==> src/hdl/rdt_pkg.sv <==
`timescale 1ns / 1ps
package rdt_pkg;

    localparam int unsigned SLOTS_DEF   = 16;
    localparam int unsigned ID_BITS_DEF = 64;

    localparam logic [4:0]  SLOTS_RST     = 5'd16;
    localparam logic [63:0] RETENTION_RST = 64'd1000;

    typedef enum logic [2:0] {
        OP_REGISTER = 3'd0,
        OP_COMPLETE = 3'd1,
        OP_ABANDON  = 3'd2,
        OP_GET      = 3'd3,
        OP_RELEASE  = 3'd4,
        OP_SWEEP    = 3'd5
    } t_op;

    typedef enum logic [3:0] {
        ST_OK        = 4'd0,
        ST_INVALID   = 4'd1,
        ST_FULL      = 4'd2,
        ST_EXISTS    = 4'd3,
        ST_CONFLICT  = 4'd4,
        ST_NOT_FOUND = 4'd5,
        ST_DONE      = 4'd6,
        ST_EXPIRED   = 4'd7,
        ST_AUTH      = 4'd8,
        ST_NOT_READY = 4'd9
    } t_status;

    typedef enum logic [1:0] {
        PH_PENDING   = 2'd0,
        PH_RESULT    = 2'd1,
        PH_STATUS    = 2'd2,
        PH_TIMED_OUT = 2'd3
    } t_phase;

    localparam logic [7:0] CFG_SLOTS     = 8'd0;
    localparam logic [7:0] CFG_RETENTION = 8'd1;

    typedef enum logic [1:0] {
        S_IDLE,
        S_SCAN,
        S_ACT
    } t_state;

    // Result of the shared time unit.
    typedef struct packed {
        logic [63:0] sum;
        logic        ge_sum;
        logic        ge_a;
    } t_alu_res;

endpackage

==> src/hdl/rdt_alu.sv <==
`timescale 1ns / 1ps
module rdt_alu (
    input  logic [63:0]        i_a,
    input  logic [63:0]        i_b,
    input  logic [63:0]        i_now,
    output rdt_pkg::t_alu_res  o_res
);
    import rdt_pkg::*;

    logic [64:0] w_sum;
    logic [63:0] w_sat;

    // Saturating add of a time and a retention, compared against the current time.
    assign w_sum = {1'b0, i_a} + {1'b0, i_b};
    assign w_sat = w_sum[64] ? '1 : w_sum[63:0];

    always_comb begin
        o_res.sum    = w_sat;
        o_res.ge_sum = (i_now >= w_sat);
        o_res.ge_a   = (i_now >= i_a);
    end
endmodule

==> config.mk <==
export PLATFORM = sky130hd
export DESIGN_NAME = rdt_alu
export DESIGN_NICKNAME = d
export VERILOG_FILES = /design/src/hdl/rdt_pkg.sv /design/src/hdl/rdt_alu.sv
export SDC_FILE = /design/constraint.sdc
export NUM_CORES = 1
export LEC_CHECK = 0
export BUFFER_PORTS_ARGS = -buffer_cell sky130_fd_sc_hd__clkbuf_2
export CAP_MARGIN = 10
export CORE_UTILIZATION = 54
export DETAILED_ROUTE_END_ITERATION = 16
export PLACE_DENSITY = 0.82
export SLEW_MARGIN = 20
export SYNTH_ARGS = -nofsm -noshare
export SYNTH_HDL_FRONTEND = slang
export SYNTH_SLANG_ARGS = --single-unit
export TNS_END_PERCENT = 100
==> constraint.sdc <==
create_clock -name vclk -period 11.1
set_clock_uncertainty 0.05 [all_clocks]
set_input_delay 2.775 -clock vclk [all_inputs]
set_output_delay 2.775 -clock vclk [all_outputs]
set_load 0.005 [all_outputs]
=== Yosys cells after proc, flatten, opt, wreduce, memory -nomap -nowiden ===
Index checks and enable logic that the tools add are counted.

* Multiplexer cells: 1
* Add/sub/neg operators: 1
* Order comparisons: 2

{| class="wikitable"
|+ Operator list
! cell !! count
|-
| $ge A64 B64 Y1 || 2
|-
| $add A64 B64 Y65 || 1
|-
| $mux W64 || 1
|}

* Register bits: 0
* Logic and storage cells: 4
* Input bits: 192
* Output and inout bits: 66

=== Depth between registers and ports, before layout ===
* Depth after elaboration: 3
* Mapped depth: 23
* Gate-level depth less buffers: 22

=== Least setup slack after synthesis ===
No wires, ideal clock.

* Path type: input-to-output
* From: in i_a[0]
* To: out o_res[1] (netlist bit)
* Stages on the path: 23
* Slack: 1.138 ns
* Data required time: 8.275 ns
* Arrival: 7.137 ns
* Cell sequence: ha_1 -> fa_1 -> a21o_1 -> a311o_1 -> nand3_1 -> a21oi_2 -> a21oi_4 -> o31ai_2 -> a221oi_2 -> a21boi_2 -> buf_6 -> or3_1 -> ha_1 -> nand2b_1 -> a21o_1 -> a21o_1 -> a21oi_1 -> o21ai_0 -> nand3_1 -> a21boi_0 -> o31a_1 -> o2111a_1 -> a211o_1

{| class="wikitable"
|+ RTL lines
! item !! RTL line !! source
|-
| start, declared || rdt_alu.sv:3 || <nowiki>input logic [63:0] i_a,</nowiki>
|-
| end, declared || rdt_alu.sv:6 || <nowiki>output rdt_pkg::t_alu_res o_res</nowiki>
|}

==> results.txt <==
Status = finished clean
Final setup fails = 0
Hold Crit Class = input pin to output port
Synth area leader = ha_1
Final hold vios = 0
CLK BUF = 0
Rel. slew slack = 0.349
Post-CTS Hold Fix Bufs = 0
Syn nets = 1464
CP delay by family, top = compound AO/OA/AOI/OAI gates
Crit path depth = 25
WP data required = 8.28 ns
Layout cells sized above 1 = 0.279
Layout fillers = 1297
Setup TNS = 0 ns
Die area = 14900 sq um
Largest cells by area after synthesis = ha_1 31%, a21o_1 8.4%, a21oi_1 6.6%, or3_4 5.4%, inv_1 3.8%
Starting Density = 0.556
Fin cells = 1480
Multi-input gate area = 7130 sq um
Net count, final = 1686
Register area share after synthesis = 0
PwrDens = 68.6 nW/um^2
RSZ-0062 raised after global routing = false
Gr ovfl total = 0
Sequential cells = 0
Maximum clock rate = 92.1 MHz
Dpl cells = 1479
Slew of the pin with the lowest slew margin = 0.977 ns
Post-DP Area = 9150 sq um
Max-cap violations = 0
Setup WS pre-CTS = 0.283 ns
I/O pin count = 258
Die W = 122 microns
Met3 Usage GRT = 0.0234
Critical Path AT = 8.03 ns
Per-cell routed wire length = 16.8 microns
Most common cell in the netlist = ha_1
Synth top area share = 0.309
Via/cell ratio = 6.03
Vias in the first global route = 8495
Post-synth top cells = 192 x ha_1, 103 x a21oi_1, 87 x a21o_1
Final ANT Viol Nets = 0
Number of buffers added on ports = 258
Critical Path Fanout Max = 19
Die Span Y = 122 microns
Post-Syn Area = 7780 sq um
Core Rows = 43
M2 GR Usage = 0.586
Distinct cells, synth = 73
DRC Markers = 0
Max incr delay on CP = 0.42 ns
First-pass GRT wire length = 39.4 mm
Area delta synth->final = 17.6%
Grt met1 use = 0.398
CP max-delay cell = a311o_1
Yosys warning count = 0
Worst hold stages = 4
RD Place Congestion = 0.984
CORE AREA = 14000 sq um
Crit path buf inv count = 4
Detailed Place HPWL = 22.2 mm
Sequential Area = 0 sq um
Drt initial violations = 546
Leak pwr = 5.27 nW
Critical path launch point type = input pin
Final worst path period share = 0.978
Worst vdd ir = 0.0352 mV
Final Slew Violations = 0
Vias = 8926
Gr busiest metal = met2
Synthesized area per cell = 7.21 sq um
Critical path class = input pin to output port
Fin crit period = 10.86 ns
Design area = 9150 sq um
Drt first pass iters = 5
Endpoint type of the worst setup path = output port
Gate Count Post-Synth = 1079
Total Power Consumption = 0.000628 W
Antenna violations before repair = 1
Min setup slack post-route = 0.240 ns
Largest net degree at the start of global routing = 47
Gr usage total = 0.326
Post-Route WL = 24.9 mm
-- metal layers --
| metal | vias to the layer above | share of wire |
|---|---|---|
| li1 | 4388 | - |
| met1 | 4029 | 0.42 |
| met2 | 431 | 0.47 |
| met3 | 78 | 0.071 |
| met4 | 0 | 0.040 |
| met5 | - | 0 |
-- power breakdown --
| part | switching, W | leakage (nW) | internal, W |
|---|---|---|---|
| Sequential | 0 | 0 | 0 |
| Combinational | 0.000343 | 5.27 | 0.000284 |
| Clock | 0 | 0.00000634 | 0.0000000000114 |
| Total | 0.000343 | 5.27 | 0.000284 |
-- final timing paths --
kind / endpoint / slack (ns) / start
setup / recovery: o_res[1] / 0.24 / i_a[0]
hold / removal: o_res[2] / 5.93 / i_b[0]
-- what timing repair did --
item                       in CTS  in global routing
setup endpoints to repair       0                  1
setup buffers                   0                  0
gates resized for setup         0                  1
-- cell type report --
class,instances,share of cell area
well taps,180,0.0246
multi-input cells,916,0.780
inverters,118,0.0484
repair buffers,265,0.147
diodes,1,0.000274
-- through the flow --
step / utilization / hold slack [ns]
global placement: 0.654 / 5.97
CTS: 0.654 / 5.94
global route: 0.654 / 5.98
floorplan: - / 5.71
finish: 0.654 / 5.93
detailed placement: 0.654 / 5.93
-- logic make-up (layout without fill, tap and decap cells) --
logic type	after synthesis	after routing	share of synthesized area
AOI/OAI and AO/OA	339	339	0.302
xor gates and xnor gates	55	55	0.0619
adders and majority gates	193	193	0.312
buffers and inverters	163	383	0.0843
muxes	4	4	0.00531
other	0	1	0
and+or+nand+nor	325	325	0.235
-- layout by cell type, fill, tap and decap left out, types with 3 or more instances in the layout --
| master | instances |
|---|---|
| clkbuf_2 | 258 |
| ha_1 | 191 |
| a21oi_1 | 103 |
| a21o_1 | 87 |
| inv_1 | 78 |
| nor2_1 | 70 |
| nand2_1 | 69 |
| nand4_1 | 40 |
| inv_2 | 40 |
| o21ai_0 | 38 |
| or3_4 | 37 |
| xnor2_1 | 33 |
| nand3_1 | 28 |
| xor2_1 | 22 |
| nand2b_1 | 21 |
| nor3_1 | 17 |
| o21a_1 | 14 |
| o21bai_1 | 12 |
| and2_1 | 9 |
| o31ai_1 | 8 |
| nor2b_1 | 8 |
| o21ai_1 | 7 |
| a211oi_1 | 7 |
| a31oi_1 | 7 |
| buf_4 | 7 |
| and3_1 | 6 |
| o221ai_1 | 6 |
| o211ai_1 | 6 |
| or3_1 | 6 |
| a221oi_1 | 5 |
| a2111oi_4 | 3 |
| a21boi_0 | 3 |
| mux2i_1 | 3 |
No activity file was read; power rests on OpenSTA's default activity.
