$ cat config.mk
export PLATFORM = sky130hd
export DESIGN_NAME = rdt_mem
export DESIGN_NICKNAME = d
export VERILOG_FILES = /design/src/hdl/rdt_mem.sv
export SDC_FILE = /design/constraint.sdc
export NUM_CORES = 1
export LEC_CHECK = 0
export BUFFER_PORTS_ARGS = -buffer_cell sky130_fd_sc_hd__buf_2
export CAP_MARGIN = 20
export CELL_PAD_IN_SITES_DETAIL_PLACEMENT = 2
export CELL_PAD_IN_SITES_GLOBAL_PLACEMENT = 2
export CORE_ASPECT_RATIO = 0.6
export CORE_MARGIN = 1
export CORE_UTILIZATION = 50
export CTS_CLUSTER_DIAMETER = 120
export DETAILED_ROUTE_END_ITERATION = 7
export PLACE_DENSITY_LB_ADDON = 0.08
export SLEW_MARGIN = 20
export SYNTH_ARGS = -nofsm -noshare
export SYNTH_HDL_FRONTEND = slang
export SYNTH_SLANG_ARGS = --single-unit
$ cat constraint.sdc
create_clock -name i_clk -period 2.46 [get_ports i_clk]
set_input_delay 0 -clock i_clk [delete_from_list [all_inputs] [get_ports i_clk]]
set_output_delay 0 -clock i_clk [all_outputs]
set_load 0.05 [all_outputs]
$ cat src/hdl/rdt_mem.sv
`timescale 1ns / 1ps
module rdt_mem #(
    parameter int unsigned DEPTH = 16,
    parameter int unsigned AW    = 4,
    parameter int unsigned W     = 8
) (
    input  logic          i_clk,
    input  logic          i_we,
    input  logic [AW-1:0] i_waddr,
    input  logic [W-1:0]  i_wdata,
    input  logic [AW-1:0] i_raddr,
    output logic [W-1:0]  o_rdata
);
    logic [W-1:0] r_mem [DEPTH];
    logic [W-1:0] r_rdata;

    always_ff @(posedge i_clk) begin
        if (i_we) begin
            r_mem[i_waddr] <= i_wdata;
        end
        r_rdata <= r_mem[i_raddr];
    end

    assign o_rdata = r_rdata;
endmodule

; ---- Word level (Yosys, flattened, before mapping)
; Memory sizes are Yosys's and may differ from the RTL's. A register that Yosys moved wholly into a read port is not among the register bits.
; Cells that the tools add are included.
[totals]
in_bits = 18
mem_count = 1
elab_cells = 3
ramBits = 128
reg_bits = 0
[memory_table]
columns = name, depth, width, rd, rd_clocked_by_memory_dff, wr, line
row1 = r_mem, 16, 8, 1, 1, 1, 14  ; logic [W-1:0] r_mem [DEPTH];
[op_classes]
mux = 2
[ops]
columns = op, count
row1 = 2-to-1 mux 1 bit, 2

; ---- Longest topological paths before layout
[logic_depth]
ltp_word = 2
depth_mapped = 5
mapped_depth_nobuf = 3

; ---- Worst setup path before layout
; OpenSTA, ideal clock, no wires.
[synth_timing]
path_kind = input to register
from = input port i_waddr[2]
to = memory r_mem[0][0], enable pin
required_time_ps = 2077
arrival_ps = 1110
setup_ps = 383
setup_slack_ps = 967
path_stages = 2
path_cell_list = or3b_2 > nor3_1
[synth_lines]
columns = item, line
row1 = "start, declared", 9  ; input logic [AW-1:0] i_waddr,
row2 = "end, declared", 14
; Straight into the memory's write port.

==> impl_metrics.tcl <==
set metrics [dict create \
    synthesis.nets 247 \
    dp_hpwl_mm 9.218 \
    wl_per_cell_um 32.40 \
    hp-class "in -> reg" \
    cp_slowest_stage_delay_ns 0.64 \
    row_count 28 \
    critical_path_arrival_ns 1.79 \
    swShare 0.2328 \
    crit_buf_inv 2 \
    cts-resized-gates 0 \
    synth_top_family_by_area "multiplexers" \
    worst_setup_path_end_kind "flip-flop" \
    vias 2696 \
    placed_area_sq_mm 0.005475 \
    cts_tree "done" \
    routed_via_density 6.212 \
    grt_max_degree 21 \
    syn_area_sq_mm 0.005147 \
    first_pass_iters 5 \
    synth_fa_ha_area_frac 0 \
    path_cells "buf_2, buf_4, mux4_1, a22oi_1, nand2_1" \
    drtIter0Drc 177 \
    synth_compound_gate_area_share 0.02333 \
    synthSimpleGateAreaFrac 0.03184 \
    drcViolationCount 0 \
    yosysUniqueCellTypes 19 \
    r2r_end "o_rdata[2]$_DFF_P_" \
    synth.avg_cell_area_sq_um 22.48 \
    worstReg2RegStart "r_mem[10][2]$_DFFE_PP_" \
    yosys_warnings 0 \
    min_to "r_mem[1][2]$_DFFE_PP_" \
    grt_pass1_vias 2865 \
    start_util 0.5192 \
    fill_cells 773 \
    reg2reg_depth 3 \
    rsz0062_at_grt "no" \
    multi_input_area_sq_mm 0.001057 \
    wirelength_mm 14.06 \
    h-tree-depth 4 \
    final-seq-area_sq_mm 0.004004 \
    synth_mux_area_frac 0.1502 \
    power.switching_mw 1.242 \
    port_buffers 25 \
    cp-start-kind "input pin" \
    hold_violations 0 \
    cts_root_buf "clkbuf_16" \
    grtUsageTotal 0.2887 \
    clk_latency_ns 0.41 \
    hp-start "i_wdata[2]" \
    period_share 0.6159 \
    clkPwrFrac 0.451 \
    die_w_um 133.0 \
    pre_cts_ws_ns 0.4901 \
    finalPower_mw 5.334 \
    grt_overflow_total 0 \
    yosysSeqAreaShare 0.7778 \
    tns_ns 0 \
    drv_cap 0 \
    crit_required_ns 2.74 \
    outcome "finished, final reports clean" \
    finClkSkew_ns 0.008856 \
    setup_viol 0 \
    p_per_area_mw_per_mm2 874.0 \
    whs_path_depth 1 \
    seqPwrFrac 0.490 \
    max_freq_ghz 0.6600 \
    cts.sink_count 136 \
    crit_family "buffers and inverters" \
    gp_congestion 0.7396 \
    nets 304 \
    die-area_sq_mm 0.01072 \
    slew-limit-headroom 0.3505 \
    p_comb_frac 0.059 \
    syn2layout_area_growth_pct 18.57 \
    irDropWorstVdd_v 0.0006176 \
    fp.dieH_um 80.60 \
    synth_xor_area_frac 0 \
    synth-seq-cells 136 \
    io_pins 26 \
    cts.clk_slew.worst_paths_ns 0.06 \
    reg2reg_slack_ns 0.97 \
    drive_above_1_share 0.3043 \
    power_leakage_nw 2.063 \
    drv_slew 0 \
    p_int_mw 4.093 \
    clk_path_buf_depth 2 \
    synth_cells 229 \
    min_period_ns 1.515 \
    antenna_found_initial 0 \
    final_area_sq_mm 0.006103 \
    grt_pass1_wl_mm 20.02 \
    crit_fanout 14 \
    core_sq_mm 0.009915 \
    worst_pin_slew_ns 0.9707 \
    cts_buffers 17 \
    slowest_stage "mux4_1" \
    n_antenna_cell 0 \
    fin_ws_ns 0.9449 \
    critical_path_class "in -> reg" \
    final_antenna_net_count 0 \
]
## logic make-up after synthesis
| kind of cell | count (synthesis) |
|---|---|
| and+or+nand+nor | 35 |
| DFF | 136 |
| muxes | 32 |
| buffers and inverters | 10 |
| AOI/OAI and AO/OA | 16 |
## power by group through the flow
stage               Combinational [mW]  Sequential (mW)  Clock [mW]
floorplan                        0.131             2.70           0
global placement                 0.282             2.65           0
detailed placement               0.303             2.66           0
CTS                              0.316             2.62        2.44
global route                     0.330             2.62        2.52
finish                           0.314             2.62        2.40
## cells in the mapped netlist
| master | count | area share |
|---|---|---|
| nor2_1 | 13 | 0.0095 |
| nor3_1 | 4 | 0.0039 |
| buf_4 | 1 | 0.0015 |
| nand2b_1 | 2 | 0.0024 |
| nand3_1 | 1 | 0.00097 |
| mux4_1 | 14 | 0.071 |
| or3b_2 | 1 | 0.0017 |
| clkdlybuf4s25_2 | 3 | 0.0058 |
| nor2b_1 | 1 | 0.0012 |
| and2b_1 | 1 | 0.0015 |
| edfxtp_1 | 128 | 0.75 |
| buf_6 | 3 | 0.0066 |
| nand3b_1 | 2 | 0.0029 |
| nand2_1 | 9 | 0.0066 |
| buf_2 | 3 | 0.0029 |
| and2_1 | 1 | 0.0012 |
| a22oi_1 | 16 | 0.023 |
| mux4_2 | 18 | 0.079 |
| dfxtp_1 | 8 | 0.031 |
## worst reg2reg max path: cells and delay by family (launching register included)
family	cells	cell delay [ns]
compound gates	1	0.26
flops	1	0.42
mux	1	0.56
simple gates	1	0.12
## per-stage QoR
stage | hold slack, ns | util | std cells
2_1_floorplan | 0.09887 | - | 229
3_3_place_gp | 0.3930 | 0.5522 | 395
3_5_place_dp | 0.4105 | 0.5522 | 395
4_1_cts | 0.004721 | 0.6156 | 434
5_1_grt | 0.01341 | 0.6156 | 434
6_report | 0.009203 | 0.6156 | 434
## per-layer routing
| layer | track usage | vias up | routed length, um | part of all wire |
|---|---|---|---|---|
| li1 | - | 1095 | - | - |
| met1 | 0.4039 | 1487 | 6483 | 0.46 |
| met2 | 0.4586 | 93 | 6814 | 0.48 |
| met3 | 0.06250 | 21 | 567 | 0.040 |
| met4 | 0.08966 | 0 | 194 | 0.014 |
| met5 | 0 | - | 0 | 0 |
## placed cells by master, fill, tap and decap left out, types with 2 or more instances in the layout
master         instances
a22oi_1               16
buf_2                 25
buf_4                 16
clkbuf_16             17
clkinv_2               2
clkinv_4               3
clkinvlp_4             6
dfxtp_1                8
dlygate4sd3_1          7
edfxtp_1             128
inv_6                  2
mux4_1                14
mux4_2                18
nand2_1                9
nand2b_1               2
nand3b_1               2
nor2_1                13
nor3_1                 4
## worst max-delay path by stage
stage,from,endpoint,cells past startpoint
after CTS,i_raddr[0],o_rdata[2]$_DFF_P_,5
after floorplan,i_waddr[2],r_mem[0][0]$_DFFE_PP_,2
after global placement,i_raddr[0],o_rdata[3]$_DFF_P_,5
final,i_raddr[0],o_rdata[2]$_DFF_P_,5
after global routing,i_raddr[0],o_rdata[2]$_DFF_P_,5
after detailed placement,i_raddr[0],o_rdata[2]$_DFF_P_,5
## final cells by class
cell class,count,area share
sequential,136,0.6560
multi-input combinational,83,0.1732
clock buffer,18,0.07032
timing repair buffer,48,0.05166
tap,135,0.02768
clock inverter,14,0.02112
## state kept, by name, indices dropped and copies added (netlist names)
signal,cells
r_mem,128
o_rdata,8
## repair_timing
item,in CTS,in global routing
endpoints found under the hold margin,97,0
buffers inserted,0,0
hold buffers,7,0
Power figures use the tool's default switching activity.
